`config.mk`:
```
export PLATFORM = sky130hd
export DESIGN_NAME = pdos_sector_decrypt_verify
export DESIGN_NICKNAME = d
export VERILOG_FILES = /design/src/rtl/pdos_pkg.sv /design/src/rtl/pdos_csr.sv /design/src/rtl/pdos_sector_decrypt_verify.sv
export SDC_FILE = /design/constraint.sdc
export NUM_CORES = 1
export LEC_CHECK = 0
export BUFFER_PORTS_ARGS = -buffer_cell sky130_fd_sc_hd__clkbuf_2
export CORE_UTILIZATION = 61
export CTS_BUF_LIST = sky130_fd_sc_hd__clkbuf_16
export CTS_CLUSTER_DIAMETER = 150
export DETAILED_ROUTE_END_ITERATION = 16
export HOLD_SLACK_MARGIN = 0.12
export PLACE_DENSITY = 0.95
export SETUP_SLACK_MARGIN = 0.05
export SYNTH_ARGS = -nofsm -noshare
export SYNTH_HDL_FRONTEND = slang
export SYNTH_SLANG_ARGS = --single-unit
```
`constraint.sdc`:
```
create_clock -name clock -period 5.5 [get_ports clock]
set_input_delay 0.55 -clock clock [delete_from_list [all_inputs] [get_ports clock]]
set_output_delay 0.55 -clock clock [all_outputs]
set_load 0.02 [all_outputs]
```
`src/rtl/pdos_pkg.sv`:
```
// Shared types, constants and a function of the protected-DOS sector decrypt block.
package pdos_pkg;

   localparam int unsigned WordsPerSectorDefault = 128;
   localparam int unsigned CsrAddrWidth          = 4;

   localparam logic [31:0] HeaderFlagMask = 32'h8000_0000;
   localparam logic [31:0] ChecksumMask   = 32'h5555_5555;

   typedef enum logic [1:0] {
      CMD_SYNC   = 2'd0,
      CMD_HEADER = 2'd1,
      CMD_DATA   = 2'd2,
      CMD_NONE   = 2'd3
   } cmd_type;

   typedef enum logic [1:0] {
      REG_DISK_KEY    = 2'd0,
      REG_TRACK       = 2'd1,
      REG_SECTORS     = 2'd2,
      REG_CHECK_HDR   = 2'd3
   } reg_index_type;

   localparam logic [3:0] SectorsResetValue = 4'd12;

   typedef struct packed {
      logic [1:0]  cmd;
      logic [31:0] word;
   } req_type;

   typedef struct packed {
      logic [31:0] plain_word;
      logic [6:0]  word_index;
      logic [3:0]  sector_number;
      logic        last;
      logic        sector_ok;
      logic [31:0] derived_key;
      logic        track_done;
   } rsp_type;

   typedef struct packed {
      logic [31:0] disk_key;
      logic [7:0]  track_number;
      logic [3:0]  sectors_per_track;
      logic        check_header;
   } cfg_type;

   // Folds a 32-bit XOR sum of the encrypted longs to the 16-bit disk checksum.
   function automatic logic [15:0] fold_checksum(input logic [31:0] acc);
      logic [31:0] c;
      logic [31:0] f;
      c = (acc ^ (acc >> 1)) & ChecksumMask;
      f = c | (c >> 15);
      return f[15:0];
   endfunction

endpackage

```
`src/rtl/pdos_csr.sv`:
```
// Configuration registers of the protected-DOS sector decrypt block, on an APB-style port.
module pdos_csr (
   input  logic                                clock,
   input  logic                                reset,
   input  logic                                psel,
   input  logic                                penable,
   input  logic                                pwrite,
   input  logic [pdos_pkg::CsrAddrWidth-1:0]   paddr,
   input  logic [31:0]                         pwdata,
   output logic [31:0]                         prdata,
   output logic                                pready,
   output pdos_pkg::cfg_type                   cfg
);

   pdos_pkg::cfg_type cfg_ff, cfg_in;
   pdos_pkg::reg_index_type index;
   logic write_strobe;

   assign index        = pdos_pkg::reg_index_type'(paddr[3:2]);
   assign write_strobe = psel && penable && pwrite;
   assign pready       = 1'b1;
   assign cfg          = cfg_ff;

   always_comb begin
      cfg_in = cfg_ff;
      if (write_strobe) begin
         unique case (index)
            pdos_pkg::REG_DISK_KEY:  cfg_in.disk_key          = pwdata;
            pdos_pkg::REG_TRACK:     cfg_in.track_number      = pwdata[7:0];
            pdos_pkg::REG_SECTORS:   cfg_in.sectors_per_track = pwdata[3:0];
            pdos_pkg::REG_CHECK_HDR: cfg_in.check_header      = pwdata[0];
            default:                 cfg_in = cfg_ff;
         endcase
      end
   end

   always_comb begin
      unique case (index)
         pdos_pkg::REG_DISK_KEY:  prdata = cfg_ff.disk_key;
         pdos_pkg::REG_TRACK:     prdata = {24'd0, cfg_ff.track_number};
         pdos_pkg::REG_SECTORS:   prdata = {28'd0, cfg_ff.sectors_per_track};
         pdos_pkg::REG_CHECK_HDR: prdata = {31'd0, cfg_ff.check_header};
         default:                 prdata = 32'd0;
      endcase
   end

   always_ff @(posedge clock) begin
      if (reset) begin
         cfg_ff.disk_key          <= 32'd0;
         cfg_ff.track_number      <= 8'd0;
         cfg_ff.sectors_per_track <= pdos_pkg::SectorsResetValue;
         cfg_ff.check_header      <= 1'b1;
      end else begin
         cfg_ff <= cfg_in;
      end
   end

endmodule

```
`src/rtl/pdos_sector_decrypt_verify.sv`:
```
// Top level of the protected-DOS sector decrypt and verify block.
//
// Usage: the req channel carries decoded 32-bit longs of one track, each with a
// command: track sync, sector header long, or encrypted data long. Sync and
// header transfers update the sector state and produce no result. Each data
// transfer produces exactly one rsp transfer carrying the decrypted long, its
// position in the sector and sector index; on the final long of a sector the
// result also carries the header check, the key implied by the header and the
// track-complete flag.
// A data long accepted at one edge is offered on rsp from the next cycle.
// Throughput is one long per cycle, set by the single chain/checksum state
// update done in the accepting cycle, and held while the receiver keeps
// taking results. The result register lets a new long be accepted in the
// same cycle as the waiting result is taken; req_stall is raised only while
// a result waits and rsp_stall is high. The user must write the configuration
// port only while the block is idle; the block does not enforce this.
// Reset (synchronous) empties the result register, clears the sector state,
// sets the track-good flag and loads the register reset values.
module pdos_sector_decrypt_verify #(
   parameter int unsigned WORDS_PER_SECTOR = pdos_pkg::WordsPerSectorDefault
) (
   input  logic                                clock,
   input  logic                                reset,
   input  logic                                req_valid,
   output logic                                req_stall,
   input  pdos_pkg::req_type                   req_data,
   output logic                                rsp_valid,
   input  logic                                rsp_stall,
   output pdos_pkg::rsp_type                   rsp_data,
   input  logic                                psel,
   input  logic                                penable,
   input  logic                                pwrite,
   input  logic [pdos_pkg::CsrAddrWidth-1:0]   paddr,
   input  logic [31:0]                         pwdata,
   output logic [31:0]                         prdata,
   output logic                                pready
);

   localparam logic [6:0] LastIndex = 7'(WORDS_PER_SECTOR - 1);

   pdos_pkg::cfg_type cfg;

   pdos_csr u_csr (
      .clock   (clock),
      .reset   (reset),
      .psel    (psel),
      .penable (penable),
      .pwrite  (pwrite),
      .paddr   (paddr),
      .pwdata  (pwdata),
      .prdata  (prdata),
      .pready  (pready),
      .cfg     (cfg)
   );

   // Sector state.
   logic [31:0] header_hold_ff,  header_hold_in;
   logic [31:0] chain_value_ff,  chain_value_in;
   logic [31:0] checksum_acc_ff, checksum_acc_in;
   logic [6:0]  word_count_ff,   word_count_in;
   logic [3:0]  sector_count_ff, sector_count_in;
   logic        track_good_ff,   track_good_in;

   // Result register.
   logic              rsp_valid_ff, rsp_valid_in;
   pdos_pkg::rsp_type rsp_data_ff,  rsp_data_in;

   logic              accept;
   pdos_pkg::cmd_type cmd;
   logic [31:0]       acc_next;
   logic [15:0]       csum;
   logic [31:0]       expected;
   logic              is_last;
   logic              ok;
   logic              good_next;
   logic [4:0]        sector_plus_one;

   // A new transfer is taken whenever the result register is empty or is
   // being emptied in this cycle.
   assign req_stall = rsp_valid_ff && rsp_stall;
   assign accept    = req_valid && !req_stall;
   assign rsp_valid = rsp_valid_ff;
   assign rsp_data  = rsp_data_ff;

   assign cmd             = pdos_pkg::cmd_type'(req_data.cmd);
   assign acc_next        = checksum_acc_ff ^ req_data.word;
   assign csum            = pdos_pkg::fold_checksum(acc_next);
   assign expected        = {4'd0, sector_count_ff, cfg.track_number, csum};
   assign is_last         = word_count_ff >= LastIndex;
   assign ok              = cfg.check_header
                            ? ((header_hold_ff ^ cfg.disk_key ^ pdos_pkg::HeaderFlagMask)
                               == expected)
                            : 1'b1;
   assign good_next       = track_good_ff && ok;
   assign sector_plus_one = {1'b0, sector_count_ff} + 5'd1;

   always_comb begin
      header_hold_in  = header_hold_ff;
      chain_value_in  = chain_value_ff;
      checksum_acc_in = checksum_acc_ff;
      word_count_in   = word_count_ff;
      sector_count_in = sector_count_ff;
      track_good_in   = track_good_ff;
      rsp_valid_in    = rsp_valid_ff && rsp_stall;
      rsp_data_in     = rsp_data_ff;

      if (accept) begin
         unique case (cmd)
            pdos_pkg::CMD_SYNC: begin
               sector_count_in = 4'd0;
               word_count_in   = 7'd0;
               checksum_acc_in = 32'd0;
               track_good_in   = 1'b1;
            end
            pdos_pkg::CMD_HEADER: begin
               header_hold_in  = req_data.word;
               chain_value_in  = cfg.disk_key;
               checksum_acc_in = 32'd0;
               word_count_in   = 7'd0;
            end
            pdos_pkg::CMD_DATA: begin
               chain_value_in  = req_data.word;
               checksum_acc_in = acc_next;
               rsp_valid_in    = 1'b1;

               rsp_data_in.plain_word    = req_data.word ^ chain_value_ff;
               rsp_data_in.word_index    = word_count_ff;
               rsp_data_in.sector_number = sector_count_ff;
               rsp_data_in.last          = is_last;
               rsp_data_in.sector_ok     = 1'b0;
               rsp_data_in.derived_key   = 32'd0;
               rsp_data_in.track_done    = 1'b0;

               if (is_last) begin
                  rsp_data_in.sector_ok   = ok;
                  // The key implied by the header, with the flag bit clear.
                  rsp_data_in.derived_key =
                     {1'b0,
                      header_hold_ff[30:24] ^ {3'd0, sector_count_ff},
                      header_hold_ff[23:16] ^ cfg.track_number,
                      header_hold_ff[15:0] ^ csum};
                  rsp_data_in.track_done  =
                     good_next && (sector_plus_one == {1'b0, cfg.sectors_per_track});
                  track_good_in   = good_next;
                  sector_count_in = sector_plus_one[3:0];
                  word_count_in   = 7'd0;
               end else begin
                  word_count_in = word_count_ff + 7'd1;
               end
            end
            pdos_pkg::CMD_NONE: begin
               // Unused command: no state change and no result.
            end
            default: begin
            end
         endcase
      end
   end

   always_ff @(posedge clock) begin
      if (reset) begin
         header_hold_ff  <= 32'd0;
         chain_value_ff  <= 32'd0;
         checksum_acc_ff <= 32'd0;
         word_count_ff   <= 7'd0;
         sector_count_ff <= 4'd0;
         track_good_ff   <= 1'b1;
         rsp_valid_ff    <= 1'b0;
      end else begin
         header_hold_ff  <= header_hold_in;
         chain_value_ff  <= chain_value_in;
         checksum_acc_ff <= checksum_acc_in;
         word_count_ff   <= word_count_in;
         sector_count_ff <= sector_count_in;
         track_good_ff   <= track_good_in;
         rsp_valid_ff    <= rsp_valid_in;
      end
      rsp_data_ff <= rsp_data_in;
   end

endmodule

```
; ---- Word-level counts from Yosys, hierarchy flattened
; Index checks and enable logic that the tools add are counted.
[totals]
reg_bits = 232
input_bits = 77
output_inout_bits = 113
wordCells = 73
[classes]
n_addsub = 2
magnitude_cmp = 1
n_eq_ne = 8
mux = 12
n_bitwise = 9
reduce_logical = 22
[op_table]
columns = op, count
row1 = case mux 32 bit (2 select lines), 2
row2 = case mux 32 bit (4 select lines), 1
row3 = bitwise XOR 32 bit, 3
row4 = == test 32 x 28 -> 1 bit, 1
row5 = bitwise XOR 31 bit, 1
row6 = OR 15 x 16 -> 16 bit, 1
row7 = AND reduction 2 bit, 8
row8 = bitwise XOR 16 bit, 1
row9 = case mux 7 bit (2 select lines), 1
row10 = case mux 4 bit (2 select lines), 1
row11 = bitwise XOR 8 bit, 1
row12 = adder 7 x 1 -> 7 bit (second input constant), 1
row13 = >= comparator 7 bit (second input constant), 1
row14 = 2-to-1 mux 7 bit, 1
row15 = bitwise XOR 7 x 4 -> 7 bit, 1
row16 = == test 2 bit (second input constant), 3
row17 = logical AND 1 bit, 6
row18 = nonzero test 2 bit, 3
row19 = adder 4 x 1 -> 5 bit (second input constant), 1
row20 = == test 5 x 4 -> 1 bit, 1
row21 = == test 2 x 1 -> 1 bit (second input constant), 2
row22 = logical NOT 2 bit, 2
row23 = 2-to-1 mux 1 bit, 4
row24 = 2-to-1 mux 4 bit, 1
row25 = 6 further kinds, 6

; ---- Depth between registers and ports, before layout
[logic_depth]
word_depth = 8
depth_mapped = 9

; ---- Hierarchy
; A second synthesis with hierarchy kept.
[hier_totals]
cells_unflattened = 1100
hier_area_um2 = 11148.2
[modules_own_cells]
columns = module, n_inst, cells_each, area_each_um2
row1 = pdos_sector_decrypt_verify, 1, 857, 8908.5
row2 = pdos_csr, 1, 243, 2239.6

; ---- Least setup slack after synthesis
; No wires, ideal clock.
[synth_path]
path_kind = in2reg
from = input req_valid
to = register rsp_data_ff, in the netlist rsp_data[0], enable pin
setup_ns = 0.431
arrival_ns = 2.610
setup_slack_ns = 2.459
path_stages = 3
path_buffers = 0
path_cell_list = a21boi_1 > nand2_1 > inv_1
[synth_via]
elab_chain_len = 2
[synth_rtl]
columns = element, line
row1 = from (decl), pdos_sector_decrypt_verify.sv:24  ; input logic req_valid,
row2 = logical AND 1 bit, pdos_sector_decrypt_verify.sv:81  ; assign accept = req_valid && !req_stall;
row3 = AND reduction 2 bit (no source line), -
row4 = to (signal assigned), pdos_sector_decrypt_verify.sv:178  ; rsp_data_ff <= rsp_data_in;
row5 = to (decl), pdos_sector_decrypt_verify.sv:66  ; pdos_pkg::rsp_type rsp_data_ff, rsp_data_in;
; Every way passes these cells.
; A chain may end at the register's enable or synchronous reset.

; ---- Worst setup path in the final report
[layout_path]
from = input paddr[2] (netlist bit)
to = output prdata[18]
[layout_via]
elab_chain_len = 2
elab_cells_between_ends = 5
cone_classes = 3 x eq/ne / 1 x mux / 1 x reduce/logical
[layout_rtl]
columns = element, line
row1 = from (decl), pdos_sector_decrypt_verify.sv:33  ; input logic [pdos_pkg::CsrAddrWidth-1:0] paddr,
row2 = == test 2 bit (tied with other cells), pdos_csr.sv:38  ; unique case (index)
row3 = case mux 32 bit (4 select lines) (*), pdos_csr.sv:38
row4 = to (decl), pdos_sector_decrypt_verify.sv:35  ; output logic [31:0] prdata,
; Mark *: on every way between the ends. The rest lies on a longest branch, timed or not.

==> results list <==
- The run finished with clean final reports.
- Pwr Total: 3.82 mW
* Sinks on the clock net: 231
- Placeable core region: 17,400 um2
- After detailed routing, the total wire length is 31,000 um.
* Clk_lat worst skew: 510 ps
* DRC Markers: 0
- Worst Path Buf+Inv: 3
- In this run the most critical hold path is launched from pwdata[30].
* Post-synthesis mux area share: 4.99%
* Grt ovf: 0
* Startpoint of the lowest-slack register-to-register path: rsp_valid$_SDFF_PP0_
- Chip width: 136 um
- Clock H-tree levels: 1
- Once the clock tree was built, the setup fixing pass inserted 0 buffers.
- Critical Path, Cell by Cell: clkbuf_2 > nor2_1 > buf_4 > and2_1 > clkbuf_2
- Synth Net Count: 1,168
- Summed over all cells, the static leakage comes to 5.13 nW.
- Final weighted congestion in routability-driven placement: 0.940
- The largest single stage delay on the critical path is 720 ps.
- Required time of the critical path: 4950 ps
* Most used flip-flop cell after synthesis: sky130_fd_sc_hd__dfxtp_1
- Count of maximum capacitance violations: 0
- Setup violations remaining at the end of the flow were counted as 0.
* Diode insertion count for antenna repair: 0
- Kind of launch point of the worst setup path: input port
- The final route contains 9,227 vias.
- The Yosys step of the flow raised 0 warnings.
- The worst register-to-register path has a depth of 5.
* Area growth, synth to finish: 16.0%
- For this configuration, the core starts out at a cell density of 62.7%.
* Global-route usage over all layers: 33.5%
- The post-route netlist has 19.0% of its cells at a drive strength greater than 1.
- Final worst-path cycle share: 51.7%
- Number of enable-type register cells in the synthesized netlist: 77
- In this run, synthesis produced a sequential element count of 231.
* Depth of the worst hold-timing path: 3
- Largest family of logic cells by synthesized area: simple AND/OR/NAND/NOR gates
* Setup TNS: 0 ps
* Worst slew margin relative to its limit: 18.7%
- Largest net degree at the start of global routing: 99
- Critical-path maximum fanout: 18
* First-pass GRT wire length: 47,200 um
- Leaving out fill and tap cells, the most frequent cell in the layout is sky130_fd_sc_hd__clkbuf_2.
- Setup crit end kind: primary output
- Setup repair after global routing left no endpoint under its margin.
- Number of nets in the layout: 1,323
- The max-slew violation count was 0.
* Async SR Flop Fraction: 0%
- For hold timing, the worst endpoint is u_csr.cfg[43]$_SDFFE_PP0P_.
- Hold-fix buffer count after cts: 0
- IR analysis of the VDD net gives a maximum drop of 0.000217 V.
- Clock tree synthesis selected as its root buffer the cell sky130_fd_sc_hd__clkbuf_16.
- Power density cells: 302 nW/um2
* Number of library cell types mapped by synthesis: 51
* Drt wl/cell: 20.9 um
* Antenna violations before repair: 0
- Reg-to-Reg End: header_hold_ff[27]$_SDFFE_PP0P_
- Counting every instance in the synthesized netlist gives 1,085.
* Average vias per placed instance: 6.23
- Measured slew at the worst slew-check pin: 1220 ps
- Counting the buffers created by CTS gives 23.
* Worst-path clk slew: 70 ps
* Worst reg2reg setup slack: 2660 ps
- Count of antenna-violating nets left after detailed routing: 0
* Adder and majority gate portion of the synthesized area: 0.688%
- Class of the most critical setup path: in2out
- Final count of hold timing violations: 0
* CTS tree: done
* Via count of the first global-routing pass: 9,043
- Max clock buf depth: 3
- Broken down by cell family, the worst path's largest delay share belongs to simple AND/OR/NAND/NOR gates.
- Cell Area, Synth: 10,900 um2
- Floorplan die area: 18,400 um2
- Avg Inst Size Synth: 10.1 um2
* Path category of the worst min-delay check: in2reg
- PostCTS Resize Cnt: 0
- The pre-antenna-repair detailed-routing pass consisted of 6 iterations.
* CP max-delay cell: sky130_fd_sc_hd__nor2_1
* Boundary Pins: 190
* Compound-Gate Fraction of Synth Area: 9.88%
* Post-synthesis simple-gate area fraction: 16.9%
- Detailed router's first-iteration violation count: 1,194
* Critical path data arrival time: 2300 ps
- The top cell types in the final layout, fill and taps aside, are 184 x sky130_fd_sc_hd__clkbuf_2, 154 x sky130_fd_sc_hd__nand2_1, 154 x sky130_fd_sc_hd__dfxtp_1, 122 x sky130_fd_sc_hd__nor2_1, 104 x sky130_fd_sc_hd__a21oi_1.
* Cell row count: 48
- Highest Clock Rate: 351 MHz
* Port Buf Inserts: 185
- Die Ht: 136 um
- Post-route minimum period: 2850 ps
- Tracing the worst setup path back leads to its startpoint at paddr[2].
* Worst Clk Skew: 15.5 ps
* Seq/Total Area, Yosys: 49.4%
- The cell that appears most often on the critical path is sky130_fd_sc_hd__clkbuf_2.
- The synthesized netlist devotes 15.4% of its cell area to XOR and XNOR gates.
- Once detailed placement completed, the half-perimeter wirelength came to 20,000 um.
==> routing by layer <==
metal	vias up	wire length [um]	track usage (%)
met5	-	0	0
met4	0	1580	18.6
met3	153	3660	7.44
met2	726	14600	53.5
met1	4304	11200	42.0
li1	4044	-	-
==> through the flow <==
step / area, um2 / hold slack [ps] / utilization, % / setup WS, ps / cells
after floorplan: 10900 / 406 / - / 2460 / 1085
after global placement: 12000 / 442 / 68.7 / 2470 / 1440
after detailed placement: 12000 / 454 / 68.7 / 2450 / 1440
after CTS: 12700 / 256 / 72.7 / 2740 / 1481
after global routing: 12700 / 265 / 72.7 / 2540 / 1481
final: 12700 / 252 / 72.7 / 2650 / 1481
==> how the worst max path moves through the flow <==
stage / to / cells after the start / slack (ps)
2_1_floorplan: rsp_data[0]$_SDFFCE_PP0P_ / 3 / 2460
3_3_place_gp: rsp_data[33]$_SDFFCE_PP0P_ / 5 / 2470
3_5_place_dp: rsp_data[33]$_SDFFCE_PP0P_ / 5 / 2450
4_1_cts: header_hold_ff[27]$_SDFFE_PP0P_ / 5 / 2740
5_1_grt: header_hold_ff[27]$_SDFFE_PP0P_ / 5 / 2540
6_report: prdata[18] / 5 / 2650
==> Yosys cell counts (all sizes together) (3+ instances only) <==
| library cell | instances | area share, % |
|---|---|---|
| buf | 9 | 0.38 |
| mux2i | 51 | 4.7 |
| inv | 11 | 0.38 |
| xnor3 | 24 | 5.0 |
| xor2 | 44 | 3.5 |
| nand4 | 7 | 0.40 |
| clkbuf | 57 | 2.0 |
| edfxtp | 77 | 21 |
| nand3 | 6 | 0.28 |
| a21oi | 104 | 4.8 |
| xor3 | 12 | 2.6 |
| o21ai | 41 | 1.9 |
| nor2 | 122 | 4.2 |
| a211oi | 32 | 2.2 |
| nor3 | 7 | 0.32 |
| and2 | 34 | 1.9 |
| ha | 6 | 0.69 |
| dfxtp | 154 | 28 |
| nor4 | 6 | 0.40 |
| nand2 | 154 | 5.3 |
| nand3b | 3 | 0.21 |
| nor3b | 37 | 2.5 |
| nor2b | 4 | 0.23 |
| xnor2 | 53 | 4.3 |
==> power breakdown <==
part / switching [mW] / internal, mW / total (mW)
logic: 0.271 / 0.178 / 0.449
registers: 0.0393 / 1.82 / 1.86
clock network: 0.664 / 0.851 / 1.51
==> sequential cells by signal, summed over array words and instances, names as in the netlist <==
| register | cells |
|---|---|
| sector_count_ff | 4 |
| header_hold_ff | 32 |
| rsp_data | 77 |
| track_good_ff | 1 |
| checksum_acc_ff | 32 |
| word_count_ff | 7 |
| rsp_valid | 1 |
| u_csr.cfg | 45 |
| chain_value_ff | 32 |
==> cell families after synthesis <==
| family | count (synthesis) |
|---|---|
| buffers and inverters | 77 |
| DFF | 231 |
| and+or+nand+nor | 393 |
| muxes | 53 |
| AOI/OAI and AO/OA | 190 |
| xor gates and xnor gates | 133 |
| adders and majority gates | 6 |
| other | 2 |
==> layout make-up <==
type | count | area, um2
Clock buffer | 23 | 576
Clock inverter | 18 | 129
Timing Repair Buffer | 196 | 1010
Sequential cell | 231 | 5400
Tap cell | 225 | 282
Fill cell | 1095 | 4750
Inverter | 11 | 42.5
Multi-Input combinational cell | 777 | 5230
==> worst reg2reg max path, stage by stage, from the launching register on <==
cell and delay [ps]:
sky130_fd_sc_hd__dfxtp_1 330, sky130_fd_sc_hd__a21boi_1 710, sky130_fd_sc_hd__and2_0 1040, sky130_fd_sc_hd__buf_4 400, sky130_fd_sc_hd__nand2_1 120, sky130_fd_sc_hd__a21oi_1 170
(Power assumes the default switching activity.)
